File: src/hdl/assert_macros.svh
// Assertion helper macros for the transform composer.
`ifndef ASSERT_MACROS_SVH
`define ASSERT_MACROS_SVH
`define ASSERT_CLK(label, prop, msg) \
  label: assert property (@(posedge clk) disable iff (rst) prop) else $error(msg);
`define ASSERT_CLK_RST(label, prop, msg) \
  label: assert property (@(posedge clk) prop) else $error(msg);
`endif

File: src/hdl/mtc_pkg.sv
`timescale 1ns / 1ps
`default_nettype none
// ----------------------------------------------------------------------------
// Transform composer package
// Shared types, constants and state encoding for the matrix composer.
// ----------------------------------------------------------------------------
package mtc_pkg;
  localparam int FRAC_BITS_DEF = 16;

  localparam logic [2:0] CMD_IDENTITY = 3'd0;
  localparam logic [2:0] CMD_TRANSLATE = 3'd1;
  localparam logic [2:0] CMD_SCALE = 3'd2;
  localparam logic [2:0] CMD_ROTATE = 3'd3;
  localparam logic [2:0] CMD_ORTHO = 3'd4;

  localparam logic signed [63:0] PI_Q60 = 64'sh3243F6A8885A308D;
  localparam logic signed [63:0] TWO_PI_Q60 = 64'sh6487ED5110B4611B;
  localparam logic signed [31:0] CORDIC_GAIN_Q30 = 32'sd652032874;
  localparam int CORDIC_STEPS = 30;

  typedef struct packed {
    logic [2:0] command;
    logic signed [31:0] arg_a;
    logic signed [31:0] arg_b;
    logic signed [31:0] arg_c;
    logic signed [31:0] arg_d;
    logic signed [31:0] arg_e;
    logic signed [31:0] arg_f;
  } request_t;

  typedef struct packed {
    logic [3:0] element_index;
    logic signed [31:0] element_value;
    logic last_element;
    logic divide_fault;
  } result_t;

  typedef enum logic [3:0] {
    ST_IDLE, ST_SETUP, ST_ANGLE, ST_CORDIC, ST_ROTBUILD, ST_DIVSTART,
    ST_DIVWAIT, ST_MAC, ST_WRITE, ST_EMIT
  } state_t;

  function automatic logic signed [31:0] atan_q30(input logic [4:0] i);
    case (i)
      5'd0: atan_q30 = 32'sd843314857;
      5'd1: atan_q30 = 32'sd497837829;
      5'd2: atan_q30 = 32'sd263043837;
      5'd3: atan_q30 = 32'sd133525159;
      5'd4: atan_q30 = 32'sd67021687;
      5'd5: atan_q30 = 32'sd33543516;
      5'd6: atan_q30 = 32'sd16775851;
      5'd7: atan_q30 = 32'sd8388437;
      5'd8: atan_q30 = 32'sd4194283;
      5'd9: atan_q30 = 32'sd2097149;
      default: atan_q30 = 32'sd1 <<< (30 - i);
    endcase
  endfunction

  function automatic logic signed [31:0] sat32(input logic signed [66:0] v);
    if (v > 67'sh7FFFFFFF) sat32 = 32'sh7FFFFFFF;
    else if (v < -67'sh80000000) sat32 = 32'sh80000000;
    else sat32 = v[31:0];
  endfunction
endpackage
`default_nettype wire

File: src/hdl/mtc_divider.sv
`timescale 1ns / 1ps
`default_nettype none
// ----------------------------------------------------------------------------
// Transform composer divider
// Restoring divider, one quotient bit per cycle, truncated toward zero.
// ----------------------------------------------------------------------------
module mtc_divider
  import mtc_pkg::*;
#(
  parameter int FRAC_BITS = FRAC_BITS_DEF
) (
  input wire logic clk,
  input wire logic rst,
  input wire logic go,
  input wire logic signed [33:0] num,
  input wire logic signed [33:0] den,
  output logic done,
  output logic signed [31:0] quo
);
  localparam int NW = 34 + FRAC_BITS;
  localparam int CW = $clog2(NW + 1);

  logic [NW-1:0] dividend;
  logic [NW-1:0] quotient;
  logic [34:0] rem;
  logic [33:0] dmag;
  logic neg;
  logic zero_den;
  logic num_pos;
  logic num_neg;
  logic [CW-1:0] count;
  logic busy;
  logic [34:0] trial;
  logic [NW:0] qs;

  assign trial = {rem[33:0], dividend[NW-1]};

  always_ff @(posedge clk) begin
    if (rst) begin
      busy <= 1'b0;
      done <= 1'b0;
    end else begin
      done <= 1'b0;
      if (go) begin
        busy <= 1'b1;
        count <= CW'(NW);
        rem <= '0;
        quotient <= '0;
        dividend <= NW'(num[33] ? -num : num) << FRAC_BITS;
        dmag <= den[33] ? 34'(-den) : 34'(den);
        neg <= num[33] ^ den[33];
        zero_den <= (den == '0);
        num_pos <= !num[33] && (num != '0);
        num_neg <= num[33];
      end else if (busy) begin
        dividend <= dividend << 1;
        if (trial >= {1'b0, dmag}) begin
          rem <= trial - {1'b0, dmag};
          quotient <= {quotient[NW-2:0], 1'b1};
        end else begin
          rem <= trial;
          quotient <= {quotient[NW-2:0], 1'b0};
        end
        count <= count - 1'b1;
        if (count == CW'(1)) begin
          busy <= 1'b0;
          done <= 1'b1;
        end
      end
    end
  end

  always_comb begin
    qs = neg ? -{1'b0, quotient} : {1'b0, quotient};
    if (zero_den) quo = num_pos ? 32'sh7FFFFFFF : (num_neg ? 32'sh80000000 : 32'sh0);
    else quo = sat32(67'(signed'(qs)));
  end
endmodule
`default_nettype wire

File: config.mk
export PLATFORM = sky130hd
export DESIGN_NAME = mtc_divider
export DESIGN_NICKNAME = d
export VERILOG_FILES = /design/src/hdl/assert_macros.svh /design/src/hdl/mtc_pkg.sv /design/src/hdl/mtc_divider.sv
export SDC_FILE = /design/constraint.sdc
export NUM_CORES = 1
export LEC_CHECK = 0
export ABC_AREA = 1
export CAP_MARGIN = 15
export CORE_UTILIZATION = 60
export DETAILED_ROUTE_END_ITERATION = 7
export DONT_BUFFER_PORTS = 1
export HOLD_SLACK_MARGIN = 0.1
export PLACE_DENSITY = 0.85
export RECOVER_POWER = 25
export SLEW_MARGIN = 10
export SYNTH_ARGS = -nofsm -noshare
export SYNTH_HDL_FRONTEND = slang
export SYNTH_SLANG_ARGS = --single-unit
File: constraint.sdc
create_clock -name clk -period 19.5 [get_ports clk]
set_input_delay 5.85 -clock clk [delete_from_list [all_inputs] [get_ports clk]]
set_output_delay 5.85 -clock clk [all_outputs]
set_load 0.01 [all_outputs]
==> metrics.txt, run 1 <==
number of flops mapped to enable cells by yosys=162; crit path max-delay cell type=clkbuf_1; period utilization=48.4%; CP max FO=97; global-route wire length before repair=between 40000 and 50000 um; TritonCTS buffer count=17; CTS sink cnt=around 160; DP HPWL=21500 um; Layout area overhead=5.36%; max cap viols=1; P_int=0.000674 W; GRT overflow=0; NetSw=about 0.00033 W; Peak VDD IR=60.6 uV; Post-Syn Area=12300 um^2; H-tree depth=4; leakage power=5.53 nW; Routed met2 length=14200 um; worst slew pin tran=3.67 ns; slew margin rel.=-144%; Port Buf Inserts=0; Pwr Density=between 70 and 80 nW/um^2; worst path cell trace=inv_1, clkbuf_1, nor2_4; vias in the first global route=10036; TritonRoute pass-1 iters=5; final hold violation count=0; DR DRC count=0; Die Wd=between 100 and 150 um; final clock skew=a little under 0.01 ns; violated checks=max-capacitance violations, max-slew violations; Tmin final=9.45 ns; data required time at the worst endpoint=about 19 ns; mux cell area share after synthesis=0%; Pwr Total=0.00100 W; logic gate share of total power=22.7%; Placed Cells=1829; Final ANT Viol Nets=0; outcome=finished, violations left; most frequent cells in the layout=nand2_1 (370), nor2_1 (219), inv_1 (172); clock buffer depth=2; WL final=28900 um; Nets=about 1700; Synth Area in XOR/XNOR=8.59%; Simple-Gate Fraction of Synth Area=28.8%; syn_nets=1714; via count=10484; number of diodes=0; buffers and inverters on the worst path=2; CP Launch Type=primary input; crit path DAT=~9.4 ns; post_cts resized=0; Max Slew Vio Count=slightly below 100; main combinational cell family by area after synthesis=simple AND/OR/NAND/NOR gates; Starting Density=61.1%; setup TNS=0 ns; gr usage total=between 20% and 30%; Root Buffer=clkbuf_16; largest net degree at the start of global routing=98; Most used DFF post-synth=edfxtp_1; leading cell type in the layout, fill and taps excluded=nand2_1; worst reg2reg setup slack=15.90 ns; Routed WL per cell=about 16 um; final setup fails=0; Critical Path Sink Type=flop; minimum hold slack=~0.5 ns; register area share after synthesis=39.8%; Sw Share=32.8%; FMAX=around 110 MHz; Gate Count Post-Synth=about 1600; initial antenna violation count=0; vias per cell=5.63; Flop pwr share=43.7%; utilization after layout=about 64%; hold buffer count at CTS=0; die area=21100 um^2; Cell Rows=52; compound-cell area share of the yosys netlist=a little over a tenth; RSZ-0062 raised after global routing=no; Core Region=20200 um^2; Hold Path Class=reg2reg; met3 wire length=1310 um; die height=approximately 150 um; Post-synth ARST share=0%; CTS tree=built; Adder-Cell Fraction of Synth Area=4.12%; synth warn=0; Synth Area per Inst=7.69 um^2; Top Metal Used=met4; unique cell type count in the Yosys netlist=53; clk_lat worst skew=about 0.44 ns; Routed met1 length=about 13000 um; routability cong.=0.961; number of fill cells=~1800; post-route non-filler standard cell count=~1900; Clock transition at path regs=roughly 0.070 ns; layout cell share with drive strength beyond 1=8.17%; CP max stage delay=about 2.6 ns; top cell family by delay on the critical path=buffers and inverters; post-CTS setup buffers=0; CP Class=in2reg; #FFs+latches synth=164; Clk pwr share=about 34%; initial DRC count=679; I/O Pins=104
-- cells in the mapped netlist, types with 2 or more instances --
cell      instances  area (um^2)
nor2_1          220          826
nand3_1          70          350
buf_2             5         25.0
nor2_4            4         45.0
buf_4             4         30.0
o211ai_1          4         30.0
clkbuf_1         25         93.8
buf_6             3         33.8
o21bai_1          2         15.0
o21ai_2           4         35.0
nor3_2            4         40.0
a21oi_1          97          485
nand2_2          42          263
a21o_1            2         15.0
o31ai_1           2         15.0
nand3b_1          4         30.0
clkinv_1          2         7.51
nor2_2           16          100
clkbuf_8          4         55.1
nand4_1          25          156
o21ai_0         105          526
dfxtp_1           2         40.0
edfxtp_1        162         4860
buf_1             4         15.0
ha_1             39          488
nand3_2           5         50.1
or2_2             6         37.5
nor4_1           11         68.8
buf_12            3         60.1
nand2_4           3         33.8
nor3_1           22          110
xnor2_1          38          333
xor2_1           83          727
inv_2             3         11.3
a31oi_1           7         43.8
nand2_1         371         1390
o21a_1            8         60.1
o21ai_1           6         30.0
inv_1           172          646
-- layout make-up --
type,count,area (um^2),share of cell area [%]
clock inverters,15,163,1.25
repair buffers,4,26.3,0.202
clock buffers,17,425,3.27
flip-flops and latches,164,4900,37.8
multi-input cells,1214,6470,49.8
well taps,270,338,2.60
inverters,177,664,5.11
-- worst paths after layout --
path         endpoint   start  cells past startpoint
max           dmag[3]      go                      3
min              done    busy                      2
max reg2reg   rem[13]  rem[7]                     11
min reg2reg      done    busy                      2
-- through the flow --
step,setup slack (ns),cell area [um^2]
finish,10.05,13000
global route,9.56,13000
CTS,10.27,13000
detailed placement,10.75,12400
global placement,10.85,12400
floorplan,6.47,12300
-- power groups by stage --
stage | Clock (W) | Combinational (W) | Sequential (W)
after floorplan | 0 | 0.000186 | 0.000444
after global placement | 0 | 0.000220 | 0.000444
after detailed placement | 0 | 0.000224 | 0.000445
after CTS | 0.000340 | 0.000226 | 0.000438
after global routing | 0.000354 | 0.000256 | 0.000441
final | 0.000337 | 0.000228 | 0.000438
-- metal layers --
metal	track usage [%]	vias up
met5	0	-
met4	10.8	0
met3	3.57	59
met2	48.9	336
met1	35.2	4846
li1	-	5243
-- worst register-to-register path: stages (launching register included) --
cell and delay, ns:
edfxtp_1 0.41, ha_1 0.37, a21oi_1 0.23, o21ai_0 0.12, a21oi_1 0.21, o21ai_2 0.14, a21oi_1 0.35, o21ai_1 0.19
nand2_1 0.11, nand2_2 0.60, o21ai_0 0.47, a21oi_1 0.10
-- kinds of logic (layout without fill, tap and decap cells) --
family                     count (synthesis)  after routing
adders and majority gates                 40             40
xor gates and xnor gates                 121            121
buffers and inverters                    225            213
and+or+nand+nor                          808            808
AOI/OAI and AO/OA                        245            245
DFF                                      164            164
-- state kept, by name, summed over array words and instances, names as in the netlist --
register and count:
dividend 34, dmag 34, done 1, count 6
rem 34, quotient 50, num_neg 1, neg 1
zero_den 1, busy 1, num_pos 1
No activity file was read; power rests on OpenSTA's default activity.
==> run 2: changes to the inputs <==
--- a/config.mk
+++ b/config.mk
@@ -5,13 +5,13 @@
 export SDC_FILE = /design/constraint.sdc
 export NUM_CORES = 1
 export LEC_CHECK = 0
-export ABC_AREA = 1
+export ABC_AREA = 0
 export CAP_MARGIN = 15
-export CORE_UTILIZATION = 60
+export CORE_UTILIZATION = 59
 export DETAILED_ROUTE_END_ITERATION = 7
 export DONT_BUFFER_PORTS = 1
 export HOLD_SLACK_MARGIN = 0.1
-export PLACE_DENSITY = 0.85
+export PLACE_DENSITY = 0.87
 export RECOVER_POWER = 25
 export SLEW_MARGIN = 10
 export SYNTH_ARGS = -nofsm -noshare
==> constraint.sdc (replaced) <==
create_clock -name clk -period 8.36 [get_ports clk]
set_input_delay 2.508 -clock clk [delete_from_list [all_inputs] [get_ports clk]]
set_output_delay 2.508 -clock clk [all_outputs]
set_load 0.01 [all_outputs]
==> run 2 against run 1 <==
  * The flow still finishes with violations (max-capacitance violations, max-slew violations)
  * Clock skew is 0.0016 ns higher
  * Power grew 130%
  * Flip-flop and latch count stayed put
  * Routed wire length shrank 11%
==> metrics.txt, run 2 <==
outcome=finished, violations left; violated checks=max-capacitance violations, max-slew violations; worst reg2reg setup slack=4.29 ns (-11.61 ns); most frequent cells after synthesis=edfxtp_1 (162), nand2_1 (108), a21oi_1 (104); vias in the first global route=8567 (-15%); vias per cell=6.38 (+13%); GRT overflow=0 (unchanged); Die Wd=142 um (-2.2%); R2R Path Start=rem[13]; register area share after synthesis=42.3% (+2.5 points); FMAX=137 MHz; die area=20200 um^2 (-4.3%); most frequent cell after synthesis=edfxtp_1; WL final=25700 um (-11%); gr usage total=26.2% (-1.7 points); critical path startpoint=quotient[4]; R2R cell count=9 (-2); Placed Cells=1408 (-23%); layout cell share with drive strength beyond 1=8.05% (-0.12 points); post_cts resized=0 (unchanged); Critical Path Sink Type=output port; number of flops mapped to enable cells by yosys=162 (unchanged); routability cong.=0.897 (-6.7%); Post-Syn Area=11600 um^2 (-6.0%); Starting Density=61.1% (about the same); leading cell type in the layout, fill and taps excluded=edfxtp_1; Synth Area per Inst=9.60 um^2 (+25%); final hold violation count=0 (unchanged); clk_lat worst skew=0.44 ns (about the same); Max Slew Vio Count=24 (-76%); most frequent cells in the layout=edfxtp_1 (162), nand2_1 (108), a21oi_1 (104); Core Region=19000 um^2 (-6.0%); Nets=1278 (-24%); Cell Rows=50 (-3.8%); Final ANT Viol Nets=0 (unchanged); post-route non-filler standard cell count=1440 (-23%); leakage power=4.40 nW (-20%); H-tree depth=4 (unchanged); Top reg by flops=quotient; Hold Crit Depth=1 (-1); via count=9182 (-12%); Post-synth ARST share=0% (unchanged); unique cell type count in the Yosys netlist=73 (+38%); Hold Startpoint=busy; worst slew pin tran=2.31 ns (-1.36 ns); final setup fails=0 (unchanged); crit path DAT=4.78 ns (-4.57 ns); CP max FO=31 (-68%); Hold Path Class=reg2reg; initial antenna violation count=0 (unchanged); die height=142 um (-2.2%); slew margin rel.=-54.5% (+90 points); Tmin final=7.29 ns; Port Buf Inserts=0 (unchanged); Clock transition at path regs=0.06 ns (about the same); #FFs+latches synth=164 (unchanged); max cap viols=1 (unchanged); number of diodes=0 (unchanged); synth top area cells=edfxtp_1 (42%), xor2_1 (5.0%), xnor2_1 (4.6%); RSZ-0062 raised after global routing=no; I/O Pins=104 (unchanged); Layout area overhead=6.09%; period utilization=87.2%; TritonCTS buffer count=17 (unchanged); Largest register FFs=50 (unchanged); Gate Count Post-Synth=1207 (-25%); CTS tree=built; setup TNS=0 ns (unchanged); Root Buffer=clkbuf_16; data required time at the worst endpoint=5.85 ns (-13.56 ns); Hold Path Sink=done; Pwr Density=191 nW/um^2 (+150%); CP Launch Type=flop; syn_nets=1318 (-23%); post-CTS setup buffers=0 (unchanged); DR DRC count=0 (unchanged); Most used DFF post-synth=edfxtp_1; DP HPWL=17800 um (-17%); initial DRC count=867 (+28%); final clock skew=0.0115 ns (+0.00160 ns); Routed WL per cell=17.9 um (+15%); TritonRoute pass-1 iters=7 (+2); largest net degree at the start of global routing=155 (+58%); post-synth top area share=42.0% (+2.5 points); global-route wire length before repair=42000 um (-12%); worst reg2reg endpoint=rem[29]; Peak VDD IR=173 uV (+190%); hold buffer count at CTS=0 (unchanged); clock buffer depth=2 (unchanged); synth warn=0 (unchanged); CTS sink cnt=164 (unchanged); CP Class=reg2out; cell taking the most area after synthesis=edfxtp_1
[run 2: changes by cell type after synthesis, moves of 26 or more]
cell,previous run,this run
nand3_1,70,29
o21ai_0,105,51
clkbuf_1,25,55
o31ai_1,2,28
nand2_2,42,0
nand2_1,371,108
o22ai_2,0,30
inv_1,172,57
nor2b_1,0,53
nor2_1,220,84
[run 2: metal layers]
| metal | part of all wire (%) | wire length, um | up-vias | track usage [%] |
|---|---|---|---|---|
| li1 | - | - | 4395 | - |
| met1 | 44 | 11400 | 4418 | 35.8 |
| met2 | 47 | 12000 | 325 | 41.8 |
| met3 | 6.6 | 1710 | 44 | 5.05 |
| met4 | 2.2 | 554 | 0 | 9.17 |
| met5 | 0 | 0 | - | 0 |
[run 2: final cells by class]
type | count | area, um^2
inverter | 58 | 218
fill | 1460 | 6660
clock buffer | 17 | 425
tap | 260 | 325
clock inverter | 15 | 143
multi-input combinational | 920 | 6220
timing repair buffer | 6 | 57.6
sequential | 164 | 4900
[run 2: metrics by stage]
step | hold WS [ns] | power (W) | instance area [um^2] | utilization, % | worst slack, ns
floorplan | 0.460 | 0.00149 | 11600 | - | 1.56
global placement | 0.483 | 0.00156 | 11700 | 61.9 | 1.69
detailed placement | 0.487 | 0.00158 | 11700 | 61.9 | 1.55
CTS | 0.496 | 0.00235 | 12300 | 64.9 | 1.05
global route | 0.514 | 0.00245 | 12300 | 64.9 | 0.660
finish | 0.497 | 0.00235 | 12300 | 64.9 | 1.07
[run 2: report_power, final]
part	switching [W]	total (W)	leakage (nW)	internal, W
clock network	0.000352	0.000769	0.277	0.000417
registers	0.0000430	0.00103	1.57	0.000989
logic	0.000323	0.000548	2.55	0.000225
total	0.000718	0.00235	4.40	0.00163
[run 2: worst max-delay path by stage]
| stage | to | slack, ns | cells past startpoint |
|---|---|---|---|
| floorplan | count[0] | 1.56 | 4 |
| global placement | quo[0] | 1.69 | 8 |
| detailed placement | quo[0] | 1.55 | 8 |
| CTS | quo[0] | 1.05 | 8 |
| global route | quo[0] | 0.66 | 8 |
| finish | quo[0] | 1.07 | 8 |
[run 2: cells by family (layout without fill, tap and decap cells)]
family                   count (synthesis)  after routing  synth area share [%]
multiplexers                             7              7                 0.615
adder cells (fa/ha/maj)                 40             40                  4.38
flip-flops                             164            164                  42.3
XOR/XNOR                               127            127                  9.60
AO/OA/AOI/OAI                          315            315                  19.1
buffers and inverters                  123             96                  4.29
AND/OR/NAND/NOR                        431            431                  19.7
[run 2: worst max-delay path: stages, from the launching register on]
cell and delay, ns:
edfxtp_1 0.46, nor4_1 0.83, nand2_1 0.47, o41ai_1 0.50, xor2_1 0.14, or2_2 0.29, a2111oi_0 0.68, a31oi_4 0.54
o22ai_1 0.41
==> run 3: changes to the inputs <==
--- a/config.mk
+++ b/config.mk
@@ -7,11 +7,12 @@
 export LEC_CHECK = 0
 export ABC_AREA = 0
 export CAP_MARGIN = 15
-export CORE_UTILIZATION = 59
+export CORE_UTILIZATION = 60
+export CTS_BUF_LIST = sky130_fd_sc_hd__clkbuf_8
 export DETAILED_ROUTE_END_ITERATION = 7
 export DONT_BUFFER_PORTS = 1
 export HOLD_SLACK_MARGIN = 0.1
-export PLACE_DENSITY = 0.87
+export PLACE_DENSITY = 0.88
 export RECOVER_POWER = 25
 export SLEW_MARGIN = 10
 export SYNTH_ARGS = -nofsm -noshare
==> run 3 against run 2 <==
  * The run still ends with max-capacitance violations, max-slew violations left
  * Clock power is 30% lower
  * Register-to-register slack gained 0.03 ns
  * Sequential share of layout area up 0.64 points
  * Count of clock-buffer cells in the layout stayed put
  * Final cell count grew 0.14%
  * First-iteration DRC count down 3.0%
  * Cell area fell by 1.6%
  * Setup slack lost 0.041 ns
  * Combinational power barely moved
  * Clock skew up 0.0017 ns
  * Power down 10%
  * Non-clock buffer count rose by 2
  * Critical path type unchanged
==> metrics.txt, run 3 (synthesis results as in run 2) <==
violated checks=max-capacitance violations, max-slew violations; period utilization=87.7% (+0.49 points); post_cts resized=0 (unchanged); H-tree depth=4 (unchanged); top cell family by delay on the critical path=compound AO/OA/AOI/OAI gates; NetSw=0.000687 W (-4.3%); Nets=1280 (+0.16%); hold buffer count at CTS=0 (unchanged); crit path DAT=4.82 ns (+0.04 ns); Port Buf Inserts=0 (unchanged); Critical Path Sink Type=output port; CP max FO=31 (unchanged); Root Buffer=clkbuf_8; CP Capture Point=quo[0]; Sw Share=32.5% (+1.9 points); number of fill cells=1515 (+3.8%); final setup fails=0 (unchanged); minimum hold slack=0.483 ns (-0.0140 ns); initial antenna violation count=0 (unchanged); P_int=0.00143 W (-12%); largest net degree at the start of global routing=155 (unchanged); WL final=25600 um (-0.68%); met3 usage=4.18% (-0.87 points); slew margin rel.=-107% (-52 points); post-route non-filler standard cell count=1442 (+0.14%); logic gate share of total power=25.9% (+2.6 points); Final ANT Viol Nets=0 (unchanged); critical path startpoint=quotient[4]; data required time at the worst endpoint=5.85 ns (about the same); post-CTS setup buffers=0 (unchanged); routability cong.=0.926 (+3.2%); clock buffer depth=2 (unchanged); final hold violation count=0 (unchanged); layout cell share with drive strength beyond 1=8.12% (+0.071 points); max cap viols=2 (+1); DP HPWL=18000 um (+1.3%); Hold Path Class=reg2reg; Layout area overhead=4.42%; Routed WL per cell=17.7 um (-0.82%); leading cell type in the layout, fill and taps excluded=edfxtp_1; CP Class=reg2out; clk_lat worst skew=0.47 ns (+0.03 ns); CTS tree=built; die height=141 um (-0.83%); Flop pwr share=48.7% (+4.8 points); Pwr Density=175 nW/um^2 (-8.5%); Clk pwr share=25.3% (-7.4 points); crit path max-delay cell type=nor4_1; Top reg by flops=quotient; Tmin final=7.33 ns (+0.0413 ns); vias per cell=6.34 (-0.57%); die area=19900 um^2 (-1.6%); R2R cell count=9 (unchanged); Placed Cells=1409 (+0.071%); Clock transition at path regs=0.09 ns (+0.03 ns); critical path depth=8 (unchanged); Hold Crit Depth=1 (unchanged); R2R Path Start=rem[13]; GRT overflow=0 (unchanged); GRT Max-Usage Layer=met2; worst path cell trace=nor4_1, nand2_1, o41ai_1, xor2_1, or2_2, a2111oi_0, a31oi_4, o22ai_1; worst reg2reg endpoint=rem[29]; initial DRC count=841 (-3.0%); I/O Pins=104 (unchanged); CP max stage delay=0.82 ns (about the same); FMAX=136 MHz (-0.56%); setup TNS=0 ns (unchanged); TritonCTS buffer count=17 (unchanged); worst reg2reg setup slack=4.32 ns (+0.03 ns); leakage power=4.31 nW (-2.0%); CTS sink cnt=164 (unchanged); most frequent cells in the layout=edfxtp_1 (162), nand2_1 (108), a21oi_1 (104); worst slew pin tran=3.10 ns (+0.791 ns); via count=9142 (-0.44%); vias in the first global route=8549 (-0.21%); TritonRoute pass-1 iters=5 (-2); Die Wd=141 um (-0.83%); Cell Rows=50 (unchanged); Global Route met1 Usage=36.0% (+0.27 points); global-route wire length before repair=41900 um (-0.16%); RSZ-0062 raised after global routing=no; Starting Density=61.6% (+0.41 points); Core Region=18800 um^2 (-0.66%); gr usage total=26.3% (+0.068 points); CP Launch Type=flop; met2 Use GR=43.3% (+1.6 points); buffers and inverters on the worst path=0 (unchanged); outcome=finished, violations left; DR DRC count=0 (unchanged); Max Slew Vio Count=78 (+230%); Peak VDD IR=127 uV (-26%); number of diodes=0 (unchanged); Largest register FFs=50 (unchanged); final clock skew=0.0131 ns (+0.00165 ns)
run 3: through the flow:
stage                     worst slack [ns]  util, %  cell area, um^2  power, W
after global routing                 0.718     64.3            12100   0.00223
after detailed placement              1.60     62.3            11700   0.00158
after global placement                1.74     62.3            11700   0.00156
after CTS                             1.09     64.2            12100   0.00211
final                                 1.03     64.3            12100   0.00211
after floorplan                       1.56        -            11600   0.00149
run 3: how the worst min path moves through the flow:
stage	start	end	slack, ns
2_1_floorplan	busy	done	0.46
3_3_place_gp	busy	done	0.47
3_5_place_dp	busy	done	0.47
4_1_cts	busy	done	0.48
5_1_grt	busy	done	0.51
6_report	busy	done	0.48
run 3: routing by layer:
metal / part of all wire, % / vias up
met3: 5.6 / 38
met1: 45 / 4388
met5: 0 / -
li1: - / 4400
met4: 1.6 / 0
met2: 48 / 316
run 3: layout make-up:
cell class	count	area (um^2)	share of cell area, %
clock inverters	15	121	1.00
multi-input cells	920	6220	51.4
well taps	260	325	2.69
clock buffers	17	234	1.93
flip-flops and latches	164	4900	40.5
inverters	58	218	1.80
repair buffers	8	76.3	0.631
run 3: power by group through the flow:
stage | clock (W) | sequential, W | combinational, W
6_report | 0.000536 | 0.00103 | 0.000548
5_1_grt | 0.000581 | 0.00104 | 0.000608
4_1_cts | 0.000543 | 0.00103 | 0.000541
3_5_place_dp | 0 | 0.00105 | 0.000537
3_3_place_gp | 0 | 0.00104 | 0.000521
2_1_floorplan | 0 | 0.00103 | 0.000457
run 3: worst register-to-register path: stages (launching register included):
cell      delay, ns
edfxtp_1       0.40
ha_1           0.45
nand4_1        0.21
nor4_1         0.46
a21bo_2        0.30
a311oi_1       0.42
o21ai_0        0.30
o221a_2        0.60
or3b_2         0.61
a21oi_1        0.15
